==> src/hw/rtl/bouncing_box_pattern_generator_assert.svh <==
// Assertion macros for the bouncing box pattern generator.
// Each macro expects clk and rst_n in the scope where it is used.
`ifndef BOUNCING_BOX_PATTERN_GENERATOR_ASSERT_SVH
`define BOUNCING_BOX_PATTERN_GENERATOR_ASSERT_SVH

`ifndef SYNTHESIS
// Same-cycle implication
`define BBPG_ASSERT_SAME(lbl, ante, cons) \
    lbl: assert property (@(posedge clk) disable iff (!rst_n) (ante) |-> (cons)) \
        else $error("bbpg: same-cycle check failed");
// Next-cycle implication
`define BBPG_ASSERT_NEXT(lbl, ante, cons) \
    lbl: assert property (@(posedge clk) disable iff (!rst_n) (ante) |=> (cons)) \
        else $error("bbpg: next-cycle check failed");
`else
`define BBPG_ASSERT_SAME(lbl, ante, cons)
`define BBPG_ASSERT_NEXT(lbl, ante, cons)
`endif

`endif

==> src/hw/rtl/bbpg_pkg.sv <==
// Shared types, constants and helper functions of the bouncing box generator.
// No dependencies; every other file but the assertion header imports this package.
package bbpg_pkg;

    // Sizes
    localparam int MAX_BOXES_DEFAULT = 8;
    localparam int BOX_INDEX_W       = 7;
    localparam int CFG_INDEX_W       = 3;
    localparam int CFG_DATA_W        = 12;
    localparam int COORD_W           = 12;
    localparam int CENTRE_W          = 14;
    localparam int STEP_W            = 9;
    localparam int HALF_W            = 10;
    localparam int SIDE_W            = 11;
    localparam int SPEED_W           = 8;
    localparam int COUNT_W           = 4;
    localparam int BOXSEL_W          = 3;
    localparam int CHAN_W            = 8;

    // Register reset values
    localparam logic [COORD_W-1:0] FRAME_WIDTH_RESET  = 12'd640;
    localparam logic [COORD_W-1:0] FRAME_HEIGHT_RESET = 12'd480;
    localparam logic [COUNT_W-1:0] ACTIVE_BOXES_RESET = 4'd3;
    localparam logic [SPEED_W-1:0] MOVE_SPEED_RESET   = 8'd1;
    localparam logic [SIDE_W-1:0]  BOX_SIDE_RESET     = 11'd200;

    // Colour levels
    localparam logic [CHAN_W-1:0] LEVEL_FULL = 8'd255;
    localparam logic [CHAN_W-1:0] LEVEL_HALF = 8'd128;

    // Register indexes
    typedef enum logic [CFG_INDEX_W-1:0] {
        REG_FRAME_WIDTH  = 3'd0,
        REG_FRAME_HEIGHT = 3'd1,
        REG_ACTIVE_BOXES = 3'd2,
        REG_MOVE_SPEED   = 3'd3,
        REG_BOX_SIDE     = 3'd4
    } cfg_reg_t;

    // Command codes
    localparam logic CMD_LOAD  = 1'b0;
    localparam logic CMD_PIXEL = 1'b1;

    typedef enum logic [2:0] {
        CLR_WHITE = 3'd0,
        CLR_RED   = 3'd1,
        CLR_GREEN = 3'd2,
        CLR_BLUE  = 3'd3,
        CLR_GREY  = 3'd4
    } colour_t;

    // Settings seen by every cell, already made effective
    typedef struct packed {
        logic [COORD_W-1:0] width;
        logic [COORD_W-1:0] height;
        logic [HALF_W-1:0]  half;
        logic [SPEED_W-1:0] speed;
        logic [COUNT_W-1:0] active;
    } cfg_t;

    // Item travelling down the chain of cells
    typedef struct packed {
        logic                       is_pixel;
        logic [BOXSEL_W-1:0]        box_index;
        logic signed [CENTRE_W-1:0] load_x;
        logic signed [CENTRE_W-1:0] load_y;
        logic [COORD_W-1:0]         col;
        logic [COORD_W-1:0]         row;
        logic                       line_end;
        logic                       frame_end;
        colour_t                    colour;
    } tok_t;

    // Clamp a requested centre to [half, size - half]; half wins
    function automatic logic signed [CENTRE_W-1:0] clamp_start(
        input logic [COORD_W-1:0] req,
        input logic [COORD_W-1:0] size,
        input logic [HALF_W-1:0]  half
    );
        logic signed [CENTRE_W:0] v;
        logic signed [CENTRE_W:0] lim;
        logic signed [CENTRE_W:0] half_s;
        v      = signed'({3'b000, req});
        half_s = signed'({5'b00000, half});
        lim    = signed'({3'b000, size}) - half_s;
        if (v > lim) v = lim;
        if (v < half_s) v = half_s;
        return v[CENTRE_W-1:0];
    endfunction

    // Turn the step round at the frame edges; the low edge wins
    function automatic logic signed [STEP_W-1:0] bounce_step(
        input logic signed [CENTRE_W-1:0] c,
        input logic signed [STEP_W-1:0]   step,
        input logic [COORD_W-1:0]         size,
        input logic [HALF_W-1:0]          half,
        input logic [SPEED_W-1:0]         speed
    );
        logic signed [CENTRE_W:0] c_s;
        logic signed [CENTRE_W:0] half_s;
        logic signed [CENTRE_W:0] lim;
        logic signed [STEP_W-1:0] spd;
        logic signed [STEP_W-1:0] res;
        c_s    = signed'({c[CENTRE_W-1], c});
        half_s = signed'({5'b00000, half});
        lim    = signed'({3'b000, size}) - half_s;
        spd    = signed'({1'b0, speed});
        res    = step;
        if (c_s >= lim) res = -spd;
        if (c_s <= half_s) res = spd;
        return res;
    endfunction

    function automatic colour_t box_colour(input int unsigned idx);
        colour_t c;
        if (idx == 0) c = CLR_RED;
        else if (idx == 1) c = CLR_GREEN;
        else if (idx == 2) c = CLR_BLUE;
        else c = CLR_GREY;
        return c;
    endfunction

    function automatic logic [CHAN_W-1:0] colour_red(input colour_t c);
        logic [CHAN_W-1:0] v;
        unique case (c)
            CLR_WHITE, CLR_RED: v = LEVEL_FULL;
            CLR_GREEN, CLR_BLUE, CLR_GREY: v = LEVEL_HALF;
            default: v = LEVEL_FULL;
        endcase
        return v;
    endfunction

    function automatic logic [CHAN_W-1:0] colour_green(input colour_t c);
        logic [CHAN_W-1:0] v;
        unique case (c)
            CLR_WHITE, CLR_GREEN: v = LEVEL_FULL;
            CLR_RED, CLR_BLUE, CLR_GREY: v = LEVEL_HALF;
            default: v = LEVEL_FULL;
        endcase
        return v;
    endfunction

    function automatic logic [CHAN_W-1:0] colour_blue(input colour_t c);
        logic [CHAN_W-1:0] v;
        unique case (c)
            CLR_WHITE, CLR_BLUE: v = LEVEL_FULL;
            CLR_RED, CLR_GREEN, CLR_GREY: v = LEVEL_HALF;
            default: v = LEVEL_FULL;
        endcase
        return v;
    endfunction

endpackage

==> src/hw/rtl/bbpg_stream_if.sv <==
// Valid/ready channel interfaces for the command input and the pixel output.
// Depends on bbpg_pkg for field widths.
interface bbpg_in_if;
    import bbpg_pkg::*;

    logic                     valid;
    logic                     ready;
    logic                     command;
    logic [BOXSEL_W-1:0]      box_index;
    logic [COORD_W-1:0]       start_x;
    logic [COORD_W-1:0]       start_y;

    modport source (output valid, command, box_index, start_x, start_y, input ready);
    modport sink   (input valid, command, box_index, start_x, start_y, output ready);
endinterface

interface bbpg_out_if;
    import bbpg_pkg::*;

    logic              valid;
    logic              ready;
    logic [CHAN_W-1:0] red;
    logic [CHAN_W-1:0] green;
    logic [CHAN_W-1:0] blue;
    logic [CHAN_W-1:0] alpha;
    logic              line_end;
    logic              frame_end;

    modport source (output valid, red, green, blue, alpha, line_end, frame_end, input ready);
    modport sink   (input valid, red, green, blue, alpha, line_end, frame_end, output ready);
endinterface

==> src/hw/rtl/bbpg_cell.sv <==
// One box of the generator: holds its centre and step, takes its load, paints passing
// pixels and moves at frame end. Depends on bbpg_pkg.
module bbpg_cell #(
    parameter int BOX_INDEX = 0
) (
    input  logic           clk,
    input  logic           rst_n,
    input  bbpg_pkg::cfg_t cfg,
    input  logic           advance,
    input  logic           prior_valid,
    input  bbpg_pkg::tok_t prior_tok,
    output logic           valid,
    output bbpg_pkg::tok_t tok
);
    import bbpg_pkg::*;

    localparam logic [BOX_INDEX_W-1:0] IndexCode  = BOX_INDEX_W'(BOX_INDEX);
    localparam colour_t                CellColour = box_colour(BOX_INDEX);

    logic signed [CENTRE_W-1:0] cx_reg, cx_next;
    logic signed [CENTRE_W-1:0] cy_reg, cy_next;
    logic signed [STEP_W-1:0]   sx_reg, sx_next;
    logic signed [STEP_W-1:0]   sy_reg, sy_next;
    logic                       valid_reg;
    tok_t                       tok_reg, tok_next;

    logic                       cell_active;
    logic                       take;
    logic                       hit;
    logic signed [CENTRE_W:0]   col_s, row_s, cx_s, cy_s, half_s;
    logic signed [STEP_W-1:0]   sx_new, sy_new;

    assign cell_active = {3'b000, cfg.active} > IndexCode;
    assign take        = advance && prior_valid;

    // Test the pixel against this box's square, clipped to the frame
    always_comb
    begin
        col_s  = signed'({3'b000, prior_tok.col});
        row_s  = signed'({3'b000, prior_tok.row});
        cx_s   = signed'({cx_reg[CENTRE_W-1], cx_reg});
        cy_s   = signed'({cy_reg[CENTRE_W-1], cy_reg});
        half_s = signed'({5'b00000, cfg.half});
        hit    = (col_s >= cx_s - half_s) && (col_s < cx_s + half_s) &&
                 (prior_tok.col < cfg.width) &&
                 (row_s >= cy_s - half_s) && (row_s < cy_s + half_s) &&
                 (prior_tok.row < cfg.height);
    end

    // Paint the pixel and hand the item on
    always_comb
    begin
        tok_next = prior_tok;
        if (prior_tok.is_pixel == CMD_PIXEL && cell_active && hit)
        begin
            tok_next.colour = CellColour;
        end
    end

    // Load, or bounce and move at frame end
    always_comb
    begin
        sx_new  = bounce_step(cx_reg, sx_reg, cfg.width, cfg.half, cfg.speed);
        sy_new  = bounce_step(cy_reg, sy_reg, cfg.height, cfg.half, cfg.speed);
        cx_next = cx_reg;
        cy_next = cy_reg;
        sx_next = sx_reg;
        sy_next = sy_reg;
        if (take && prior_tok.is_pixel == CMD_LOAD &&
            {4'b0000, prior_tok.box_index} == IndexCode)
        begin
            cx_next = prior_tok.load_x;
            cy_next = prior_tok.load_y;
            sx_next = STEP_W'(1);
            sy_next = STEP_W'(1);
        end
        else if (take && prior_tok.is_pixel == CMD_PIXEL && prior_tok.frame_end &&
                 cell_active)
        begin
            sx_next = sx_new;
            sy_next = sy_new;
            cx_next = cx_reg + {{(CENTRE_W-STEP_W){sx_new[STEP_W-1]}}, sx_new};
            cy_next = cy_reg + {{(CENTRE_W-STEP_W){sy_new[STEP_W-1]}}, sy_new};
        end
    end

    always_ff @(posedge clk or negedge rst_n)
    begin
        if (!rst_n)
        begin
            cx_reg    <= '0;
            cy_reg    <= '0;
            sx_reg    <= STEP_W'(1);
            sy_reg    <= STEP_W'(1);
            valid_reg <= 1'b0;
        end
        else
        begin
            cx_reg <= cx_next;
            cy_reg <= cy_next;
            sx_reg <= sx_next;
            sy_reg <= sy_next;
            if (advance)
            begin
                valid_reg <= prior_valid;
            end
        end
    end

    // Payload holds while the chain is stalled
    always_ff @(posedge clk)
    begin
        if (advance)
        begin
            tok_reg <= tok_next;
        end
    end

    assign valid = valid_reg;
    assign tok   = tok_reg;

endmodule

==> src/hw/rtl/bbpg_front.sv <==
// Entry of the chain: raster counters and load clamping, forming the item
// handed to the first cell. Depends on bbpg_pkg.
module bbpg_front (
    input  logic                          clk,
    input  logic                          rst_n,
    input  bbpg_pkg::cfg_t                cfg,
    input  logic                          accept,
    input  logic                          command,
    input  logic [bbpg_pkg::BOXSEL_W-1:0] box_index,
    input  logic [bbpg_pkg::COORD_W-1:0]  start_x,
    input  logic [bbpg_pkg::COORD_W-1:0]  start_y,
    output bbpg_pkg::tok_t                tok
);
    import bbpg_pkg::*;

    logic [COORD_W-1:0] col_reg, col_next;
    logic [COORD_W-1:0] row_reg, row_next;
    logic               line_end;
    logic               frame_end;

    assign line_end  = col_reg >= cfg.width - COORD_W'(1);
    assign frame_end = line_end && (row_reg >= cfg.height - COORD_W'(1));

    // Advance the raster on each pixel transfer
    always_comb
    begin
        col_next = col_reg;
        row_next = row_reg;
        if (accept && command == CMD_PIXEL)
        begin
            if (line_end)
            begin
                col_next = '0;
                row_next = frame_end ? '0 : row_reg + COORD_W'(1);
            end
            else
            begin
                col_next = col_reg + COORD_W'(1);
            end
        end
    end

    always_ff @(posedge clk or negedge rst_n)
    begin
        if (!rst_n)
        begin
            col_reg <= '0;
            row_reg <= '0;
        end
        else
        begin
            col_reg <= col_next;
            row_reg <= row_next;
        end
    end

    // Build the item for the first cell
    always_comb
    begin
        tok.is_pixel  = command;
        tok.box_index = box_index;
        tok.load_x    = clamp_start(start_x, cfg.width, cfg.half);
        tok.load_y    = clamp_start(start_y, cfg.height, cfg.half);
        tok.col       = col_reg;
        tok.row       = row_reg;
        tok.line_end  = line_end;
        tok.frame_end = frame_end;
        tok.colour    = CLR_WHITE;
    end

endmodule

==> src/hw/rtl/bouncing_box_pattern_generator.sv <==
// A transfer in passes the MAX_BOXES cell registers on its way to the output.
// Throughput: one item per cycle through a chain of MAX_BOXES cells, one per
// box; the last cell is the output register and a stall freezes the chain.
// Reset: registers take their defaults, boxes sit at 0,0 with step +1,
// raster at the origin; no clearing pass.
`include "bouncing_box_pattern_generator_assert.svh"

module bouncing_box_pattern_generator #(
    parameter int MAX_BOXES = bbpg_pkg::MAX_BOXES_DEFAULT
) (
    input  logic                             clk,
    input  logic                             rst_n,
    bbpg_in_if.sink                          cmd_ch,
    bbpg_out_if.source                       pix_ch,
    input  logic                             cfg_we,
    input  logic [bbpg_pkg::CFG_INDEX_W-1:0] cfg_index,
    input  logic [bbpg_pkg::CFG_DATA_W-1:0]  cfg_wdata
);
    import bbpg_pkg::*;

    logic [COORD_W-1:0] frame_width_reg;
    logic [COORD_W-1:0] frame_height_reg;
    logic [COUNT_W-1:0] active_boxes_reg;
    logic [SPEED_W-1:0] move_speed_reg;
    logic [SIDE_W-1:0]  box_side_reg;

    cfg_t cfg;
    logic advance;
    logic accept;
    logic out_valid;
    logic pixel_at_line_end;
    tok_t tok_chain   [MAX_BOXES+1];
    logic valid_chain [MAX_BOXES+1];

    // Configuration writes
    always_ff @(posedge clk or negedge rst_n)
    begin
        if (!rst_n)
        begin
            frame_width_reg  <= FRAME_WIDTH_RESET;
            frame_height_reg <= FRAME_HEIGHT_RESET;
            active_boxes_reg <= ACTIVE_BOXES_RESET;
            move_speed_reg   <= MOVE_SPEED_RESET;
            box_side_reg     <= BOX_SIDE_RESET;
        end
        else if (cfg_we)
        begin
            unique case (cfg_index)
                REG_FRAME_WIDTH:  frame_width_reg  <= cfg_wdata[COORD_W-1:0];
                REG_FRAME_HEIGHT: frame_height_reg <= cfg_wdata[COORD_W-1:0];
                REG_ACTIVE_BOXES: active_boxes_reg <= cfg_wdata[COUNT_W-1:0];
                REG_MOVE_SPEED:   move_speed_reg   <= cfg_wdata[SPEED_W-1:0];
                REG_BOX_SIDE:     box_side_reg     <= cfg_wdata[SIDE_W-1:0];
                default: ;
            endcase
        end
    end

    // Effective settings: a zero frame size acts as one
    always_comb
    begin
        cfg.width  = (frame_width_reg == '0) ? COORD_W'(1) : frame_width_reg;
        cfg.height = (frame_height_reg == '0) ? COORD_W'(1) : frame_height_reg;
        cfg.half   = box_side_reg[SIDE_W-1:1];
        cfg.speed  = move_speed_reg;
        cfg.active = active_boxes_reg;
    end

    // Move the whole chain unless a finished pixel waits
    assign out_valid    = valid_chain[MAX_BOXES] && tok_chain[MAX_BOXES].is_pixel == CMD_PIXEL;
    assign advance      = !out_valid || pix_ch.ready;
    assign accept       = cmd_ch.valid && advance;
    assign cmd_ch.ready = advance;

    bbpg_front u_front (
        .clk       (clk),
        .rst_n     (rst_n),
        .cfg       (cfg),
        .accept    (accept),
        .command   (cmd_ch.command),
        .box_index (cmd_ch.box_index),
        .start_x   (cmd_ch.start_x),
        .start_y   (cmd_ch.start_y),
        .tok       (tok_chain[0])
    );
    assign valid_chain[0] = cmd_ch.valid;

    for (genvar i = 0; i < MAX_BOXES; i++)
    begin : g_cell
        bbpg_cell #(
            .BOX_INDEX (i)
        ) u_cell (
            .clk         (clk),
            .rst_n       (rst_n),
            .cfg         (cfg),
            .advance     (advance),
            .prior_valid (valid_chain[i]),
            .prior_tok   (tok_chain[i]),
            .valid       (valid_chain[i+1]),
            .tok         (tok_chain[i+1])
        );
    end

    // Drive the output from the last cell; loads drop out here
    assign pix_ch.valid     = out_valid;
    assign pix_ch.red       = colour_red(tok_chain[MAX_BOXES].colour);
    assign pix_ch.green     = colour_green(tok_chain[MAX_BOXES].colour);
    assign pix_ch.blue      = colour_blue(tok_chain[MAX_BOXES].colour);
    assign pix_ch.alpha     = LEVEL_FULL;
    assign pix_ch.line_end  = tok_chain[MAX_BOXES].line_end;
    assign pix_ch.frame_end = tok_chain[MAX_BOXES].frame_end;

    // Checks
    assign pixel_at_line_end = accept && cmd_ch.command == CMD_PIXEL && tok_chain[0].line_end;

    `BBPG_ASSERT_SAME(a_frame_end_ends_line, pix_ch.valid && pix_ch.frame_end, pix_ch.line_end)
    `BBPG_ASSERT_SAME(a_stall_only_on_pixel, !cmd_ch.ready, pix_ch.valid && !pix_ch.ready)
    `BBPG_ASSERT_NEXT(a_line_wraps, pixel_at_line_end, tok_chain[0].col == '0)

endmodule
==> src/flat_wrapper.sv <==
// flat-port wrapper written by rule: the top's interface ports become plain ports
module bouncing_box_pattern_generator_flat import bbpg_pkg::*;
#(
    parameter int MAX_BOXES = bbpg_pkg::MAX_BOXES_DEFAULT
)
  (clk, rst_n, cfg_we, cfg_index, cfg_wdata, cmd_ch_valid, cmd_ch_command, cmd_ch_box_index, cmd_ch_start_x, cmd_ch_start_y, cmd_ch_ready, pix_ch_valid, pix_ch_red, pix_ch_green, pix_ch_blue, pix_ch_alpha, pix_ch_line_end, pix_ch_frame_end, pix_ch_ready);
  bbpg_in_if cmd_ch_i ();
  bbpg_out_if pix_ch_i ();
  input  logic clk;
  input  logic rst_n;
  input  logic cfg_we;
  input  logic [bbpg_pkg::CFG_INDEX_W-1:0] cfg_index;
  input  logic [bbpg_pkg::CFG_DATA_W-1:0] cfg_wdata;
  input wire logic [$bits(cmd_ch_i.valid)-1:0] cmd_ch_valid;
  input wire logic [$bits(cmd_ch_i.command)-1:0] cmd_ch_command;
  input wire logic [$bits(cmd_ch_i.box_index)-1:0] cmd_ch_box_index;
  input wire logic [$bits(cmd_ch_i.start_x)-1:0] cmd_ch_start_x;
  input wire logic [$bits(cmd_ch_i.start_y)-1:0] cmd_ch_start_y;
  output wire logic [$bits(cmd_ch_i.ready)-1:0] cmd_ch_ready;
  output wire logic [$bits(pix_ch_i.valid)-1:0] pix_ch_valid;
  output wire logic [$bits(pix_ch_i.red)-1:0] pix_ch_red;
  output wire logic [$bits(pix_ch_i.green)-1:0] pix_ch_green;
  output wire logic [$bits(pix_ch_i.blue)-1:0] pix_ch_blue;
  output wire logic [$bits(pix_ch_i.alpha)-1:0] pix_ch_alpha;
  output wire logic [$bits(pix_ch_i.line_end)-1:0] pix_ch_line_end;
  output wire logic [$bits(pix_ch_i.frame_end)-1:0] pix_ch_frame_end;
  input wire logic [$bits(pix_ch_i.ready)-1:0] pix_ch_ready;
  assign cmd_ch_i.valid = cmd_ch_valid;
  assign cmd_ch_i.command = cmd_ch_command;
  assign cmd_ch_i.box_index = cmd_ch_box_index;
  assign cmd_ch_i.start_x = cmd_ch_start_x;
  assign cmd_ch_i.start_y = cmd_ch_start_y;
  assign cmd_ch_ready = cmd_ch_i.ready;
  assign pix_ch_valid = pix_ch_i.valid;
  assign pix_ch_red = pix_ch_i.red;
  assign pix_ch_green = pix_ch_i.green;
  assign pix_ch_blue = pix_ch_i.blue;
  assign pix_ch_alpha = pix_ch_i.alpha;
  assign pix_ch_line_end = pix_ch_i.line_end;
  assign pix_ch_frame_end = pix_ch_i.frame_end;
  assign pix_ch_i.ready = pix_ch_ready;
  bouncing_box_pattern_generator #(.MAX_BOXES(MAX_BOXES)) u_core (.clk(clk), .rst_n(rst_n), .cmd_ch(cmd_ch_i), .pix_ch(pix_ch_i), .cfg_we(cfg_we), .cfg_index(cfg_index), .cfg_wdata(cfg_wdata));
endmodule
==> config.mk <==
export PLATFORM = sky130hd
export DESIGN_NAME = bouncing_box_pattern_generator_flat
export DESIGN_NICKNAME = d
export VERILOG_FILES = /design/src/hw/rtl/bbpg_pkg.sv /design/src/hw/rtl/bbpg_stream_if.sv /design/src/hw/rtl/bbpg_cell.sv /design/src/hw/rtl/bbpg_front.sv /design/src/hw/rtl/bouncing_box_pattern_generator.sv /design/src/flat_wrapper.sv
export VERILOG_INCLUDE_DIRS = /design/src /design/src/hw/rtl
export SDC_FILE = /design/constraint.sdc
export NUM_CORES = 2
export LEC_CHECK = 0
export BUFFER_PORTS_ARGS = -buffer_cell sky130_fd_sc_hd__buf_2
export CORE_ASPECT_RATIO = 1.1
export CORE_MARGIN = 4
export CORE_UTILIZATION = 24
export DETAILED_ROUTE_END_ITERATION = 6
export GPL_TIMING_DRIVEN = 0
export PLACE_DENSITY = 0.34
export SLEW_MARGIN = 5
export SYNTH_ARGS = -nofsm -noshare
export SYNTH_HDL_FRONTEND = slang
export SYNTH_SLANG_ARGS = --single-unit
==> constraint.sdc <==
create_clock -name clk -period 29.9 [get_ports clk]
set_input_delay 5.98 -clock clk [delete_from_list [all_inputs] [get_ports clk]]
set_output_delay 5.98 -clock clk [all_outputs]
set_load 0.02 [all_outputs]
Word-level counts from Yosys, hierarchy flattened
Cells that the tools add are included.
{ "word_totals": {"reg_bits": 880, "out_inout_bits": 36, "wordCells": 523, "in_bits": 48} }
{ "classes": {"order_cmp": 94, "reduce_logical": 129, "eq_ne": 15, "addsub": 55, "n_bitwise": 8, "muxes": 108} }
{ "ops": {"columns": ["operator", "count"], "rows": [
  ["$mux W9", 64],
  ["$mux W14", 34],
  ["$add A14 B11 Y15", 16],
  ["$ge A13 B15 Y1", 16],
  ["$lt A13 B15 Y1", 16],
  ["$sub A14 B11 Y15", 16],
  ["$add A14 B14 Y14", 16],
  ["$ge A14 B13 Y1", 16],
  ["$le A14 B11 Y1", 16],
  ["$lt A12 B12 Y1", 16],
  ["$logic_and A1 B1 Y1", 106],
  ["$mux W12", 4],
  ["$lt A15 B11 Y1", 2],
  ["$mux W15", 2],
  ["$gt A13 B13 Y1", 2],
  ["$sub A12 B10 Y13", 2],
  ["$add A12 B1 Y12 const B", 2],
  ["$ge A12 B12 Y1", 2],
  ["$logic_not A12 Y1", 2],
  ["$sub A12 B1 Y12 const B", 2],
  ["$mux W7", 3],
  ["$eq A3 B2 Y1 const B", 6],
  ["$eq A3 B3 Y1 const B", 6],
  ["$gt A4 B3 Y1 const B", 4],
  ["12 further kinds", 38]
]} }

Depth between registers and ports, before layout
{ "depth": {"depth_word": 9, "ltp_mapped": 37} }

By module
From an unflattened synthesis, not the netlist that was laid out.
{ "hier_totals": {"hier_cells": 10233, "area_unflattened_um2": 92303.5} }
{ "modules_own_cells": {"columns": ["module", "area_each_um2", "cells_per_inst", "n_inst", "seq_area_each_um2"], "rows": [
  ["bbpg_cell at u_core.g_cell[3].u_cell", 10816.6, 1205, 1, 3010.4],
  ["bbpg_cell at u_core.g_cell[7].u_cell", 10807.9, 1178, 1, 3010.4],
  ["bbpg_cell at u_core.g_cell[1].u_cell", 10690.3, 1204, 1, 3010.4],
  ["bbpg_cell at u_core.g_cell[6].u_cell", 10672.7, 1185, 1, 3010.4],
  ["bbpg_cell at u_core.g_cell[2].u_cell", 10601.4, 1178, 1, 3010.4],
  ["bbpg_cell at u_core.g_cell[5].u_cell", 10555.1, 1166, 1, 3010.4],
  ["bbpg_cell at u_core.g_cell[0].u_cell", 10503.8, 1174, 1, 3010.4],
  ["bbpg_cell at u_core.g_cell[4].u_cell", 10480.1, 1166, 1, 3010.4],
  ["bbpg_front", 4890.9, 608, 1, 600.6],
  ["bouncing_box_pattern_generator", 2284.7, 169, 1, 1166.1]
]} }

Least setup slack after synthesis
No wires, ideal clock.
{ "synth_timing": {"kind": "in2out", "startpoint": "input pix_ch_ready", "endpoint": "output cmd_ch_ready", "path_stages": 4, "arrival_time_ps": 18144, "path_slack_ps": 5776, "t_required_ps": 23920, "cell_sequence": "nand2b_1 clkbuf_1 clkbuf_1 buf_1"} }
{ "synth_via": {"elab_chain_len": 1} }
{ "synth_lines": {"columns": ["element", "line_no", "source"], "rows": [
  ["start, declared", "flat_wrapper.sv:27", "input wire logic [$bits(pix_ch_i.ready)-1:0] pix_ch_ready;"],
  ["$logic_or A1 B1 Y1", "bouncing_box_pattern_generator.sv:71", "assign advance = !out_valid || pix_ch.ready;"],
  ["end, declared", "flat_wrapper.sv:19", "output wire logic [$bits(cmd_ch_i.ready)-1:0] cmd_ch_ready;"]
]} }
Every way passes these cells.

Worst setup path after layout
Ends and elaborated chain as after synthesis.

==> results.toml <==
[critical_path]
cp.depth = 13
rr_worst_depth = 32
regToRegSetupSlack_ns = 19.61
arrival_ns = 10.13
critPathCaptureType = "output port"
cp_common_cell = "buf_12"
worstPathMaxFanout = 34
critPathTopFamily = "buffers and inverters"
path_buf_inv = 12
path_class = "primary input to output port"
required_ns = 23.92
cp_slowest_cell = "clkbuf_1"
cp_cell_sequence = "buf_2 > nand2b_1 > clkbuf_2 > clkbuf_1 > buf_2 > buf_12 > buf_12 > buf_12 > buf_12 > buf_12 > buf_12 > buf_12 > buf_2"
cp-start-kind = "primary input"
slowest_delay_ns = 0.84

[synth]
synth_top_family_by_area = "adder cells"
synth.top_cells.by_area = "ha_1 (21%), edfxtp_1 (16%), dfrtp_1 (13%), a21oi_1 (3.6%), xnor2_1 (3.6%)"
synthMuxAreaShare_pct = 3.18
synth_edf_count = 415
seq_area_frac_synth_pct = 30.1
synth_compound_area_share_pct = 20.9
synthesis.area_um2 = 78500
synth_xor_area_share_pct = 5.21
netlist_instances = 8505
synth_fa_ha_area_share_pct = 22.1
ys_seq_elements = 861
synthSimpleGateAreaFrac_pct = 14.2
yosys_warnings = 0
synthArstFlopShare_pct = 51.8
synth.distinct_cells = 110
synth_top_area_share_pct = 20.7
avgSynthCellArea_um2 = 9.23
netlist.top_cell.by_area = "ha_1"
ys.flop_type = "dfrtp_1"

[layout]
synthToLayoutAreaGrowth_pct = 14.4
largest_reg_flops = 415
final_cell_mix = "ha_1 (1297), a21oi_1 (569), nand2_1 (550)"
nets = 10200
fillers = 34400
stdcell_count = 13200
final_common_cell = "ha_1"
regArea_um2 = 23700
multi_input_area_um2 = 51600
drive_gt1_share_pct = 7.03

[global_route]
grt_pass1_vias = 68200
grt.total_usage_pct = 20.4
grt_antenna_before_repair = 25
met3_usage_pct = 2.03
grt_pass1_wl_um = 500000
met2_usage_pct = 35.3
grt_overflow = 0
top_usage_layer = "met2"
grtUsageMet1_pct = 26.0
grt_max_degree = 90

[clock_tree]
cts_made_buffers = 123
postCtsSetupRepairBufs = 0
clock_path_buffers = 4
root_buffer = "clkbuf_16"
ctsResizeCount = 0
hold_buffers = 0
cts_tree = "built"
clkSlewWorstSetupHoldPaths_ns = 0.05
worstSkewPairLatency_ns = 0.87
cts.sinks = 861
htreeDepth = 3

[drt]
vias = 67600
route.detailed.drc = 0
wl_um = 356000
viasPerCell = 5.12
first_pass_iters = 5
ant_nets = 0
post_drt_wl_per_cell_um = 26.9
drt_iter0_drc = 4446

[timing]
period_minus_slack_ns = 16.11
drv_slew = 11
clock.fmax_mhz = 62.1
finalSetupViolCount = 0
rsz0062_at_grt = "no"
max_slew_margin_pct = -0.743
finalClockSkew_ns = 0.0380
tightest_slew_ns = 1.51
timing.final.crit_share_pct = 53.9
finalHoldViolCount = 0

[status]
violations = "max-capacitance violations, max-slew violations"
status = "complete, but fails checks"

[run]
drv_cap = 2

[floorplanning]
fp.dieH_um = 608
pin_count = 84
core_um2 = 325000
die_w_um = 553
start_util_pct = 24.2
rows = 219
dieArea_um2 = 336000

[place]
dpl.hpwl_um = 287000
gp_congestion = 0.859
portBuffers = 72
placedCellCount = 13000

[min_path]
min_path_cells = 0
worst_hold_path_type = "register to register"
==> cell type report <==
class / count / area share (%)
diodes: 22 / 0.0613
plain buffers: 398 / 1.85
clock buffers: 173 / 4.01
clock inverters: 54 / 0.567
inverters: 474 / 2.01
multi-input cells: 6782 / 57.5
flip-flops and latches: 861 / 26.4
well taps: 4309 / 6.01
repair buffers: 132 / 1.57
==> metrics by stage <==
stage | hold WS (ns) | area (um^2) | TNS (ns) | util (%) | worst slack, ns
6_report | 0.416 | 89800 | 0 | 27.6 | 13.79
5_1_grt | 0.425 | 89700 | 0 | 27.6 | 13.57
4_1_cts | 0.417 | 89700 | 0 | 27.6 | 13.39
3_5_place_dp | 0.405 | 85600 | 0 | 26.4 | 13.39
3_3_place_gp | 0.401 | 84300 | -136.58 | 26.0 | -5.14
2_1_floorplan | 0.400 | 78500 | 0 | - | 5.78
==> final timing paths <==
path	endpoint	startpoint
hold reg to reg	u_core.g_cell[2].u_cell.tok[4]	u_core.g_cell[1].u_cell.tok[4]
setup reg to reg	u_core.g_cell[1].u_cell.cx_reg[9]	u_core.frame_width_reg[0]
max in group asynchronous	u_core.box_side_reg[7]	rst_n
setup / recovery	cmd_ch_ready	pix_ch_ready
hold / removal	u_core.g_cell[2].u_cell.tok[4]	u_core.g_cell[1].u_cell.tok[4]
min in group asynchronous	u_core.g_cell[7].u_cell.cx_reg[8]	rst_n
==> routing by layer <==
metal,part of all wire [%],vias up,routed length [um]
met5,0,-,0
met4,4.6,0,16400
met3,3.7,400,13000
met2,48,1549,170000
met1,44,33600,156000
li1,-,32000,-
==> worst reg2reg max path: cells and delay by family (launching register included) <==
kind | cells | cell delay [ns]
AO/OA/AOI/OAI | 16 | 4.85
AND/OR/NAND/NOR | 7 | 1.63
adder cells (fa/ha/maj) | 4 | 1.57
buffers and inverters | 3 | 1.05
multiplexers | 2 | 0.57
flip-flops | 1 | 0.52
==> synthesized netlist by cell type, drive strengths merged, types with 163 or more instances <==
cell type / number
ha: 1297
a21o: 269
clkbuf: 328
xnor2: 323
nor2: 523
inv: 468
o21a: 163
a21oi: 571
nor3: 171
edfxtp: 415
nand2: 550
o21ai: 553
dfrtp: 418
nand3: 202
==> cell families after synthesis <==
kind of cell | count (synthesis)
flops | 861
compound gates | 2470
other cells | 1
fa+ha+maj | 1356
mux | 238
simple gates | 2242
buf+inv | 872
xor+xnor | 465
Power is not shown: default switching activity piles up to over one toggle a cycle in this logic, so the estimate is an artifact.
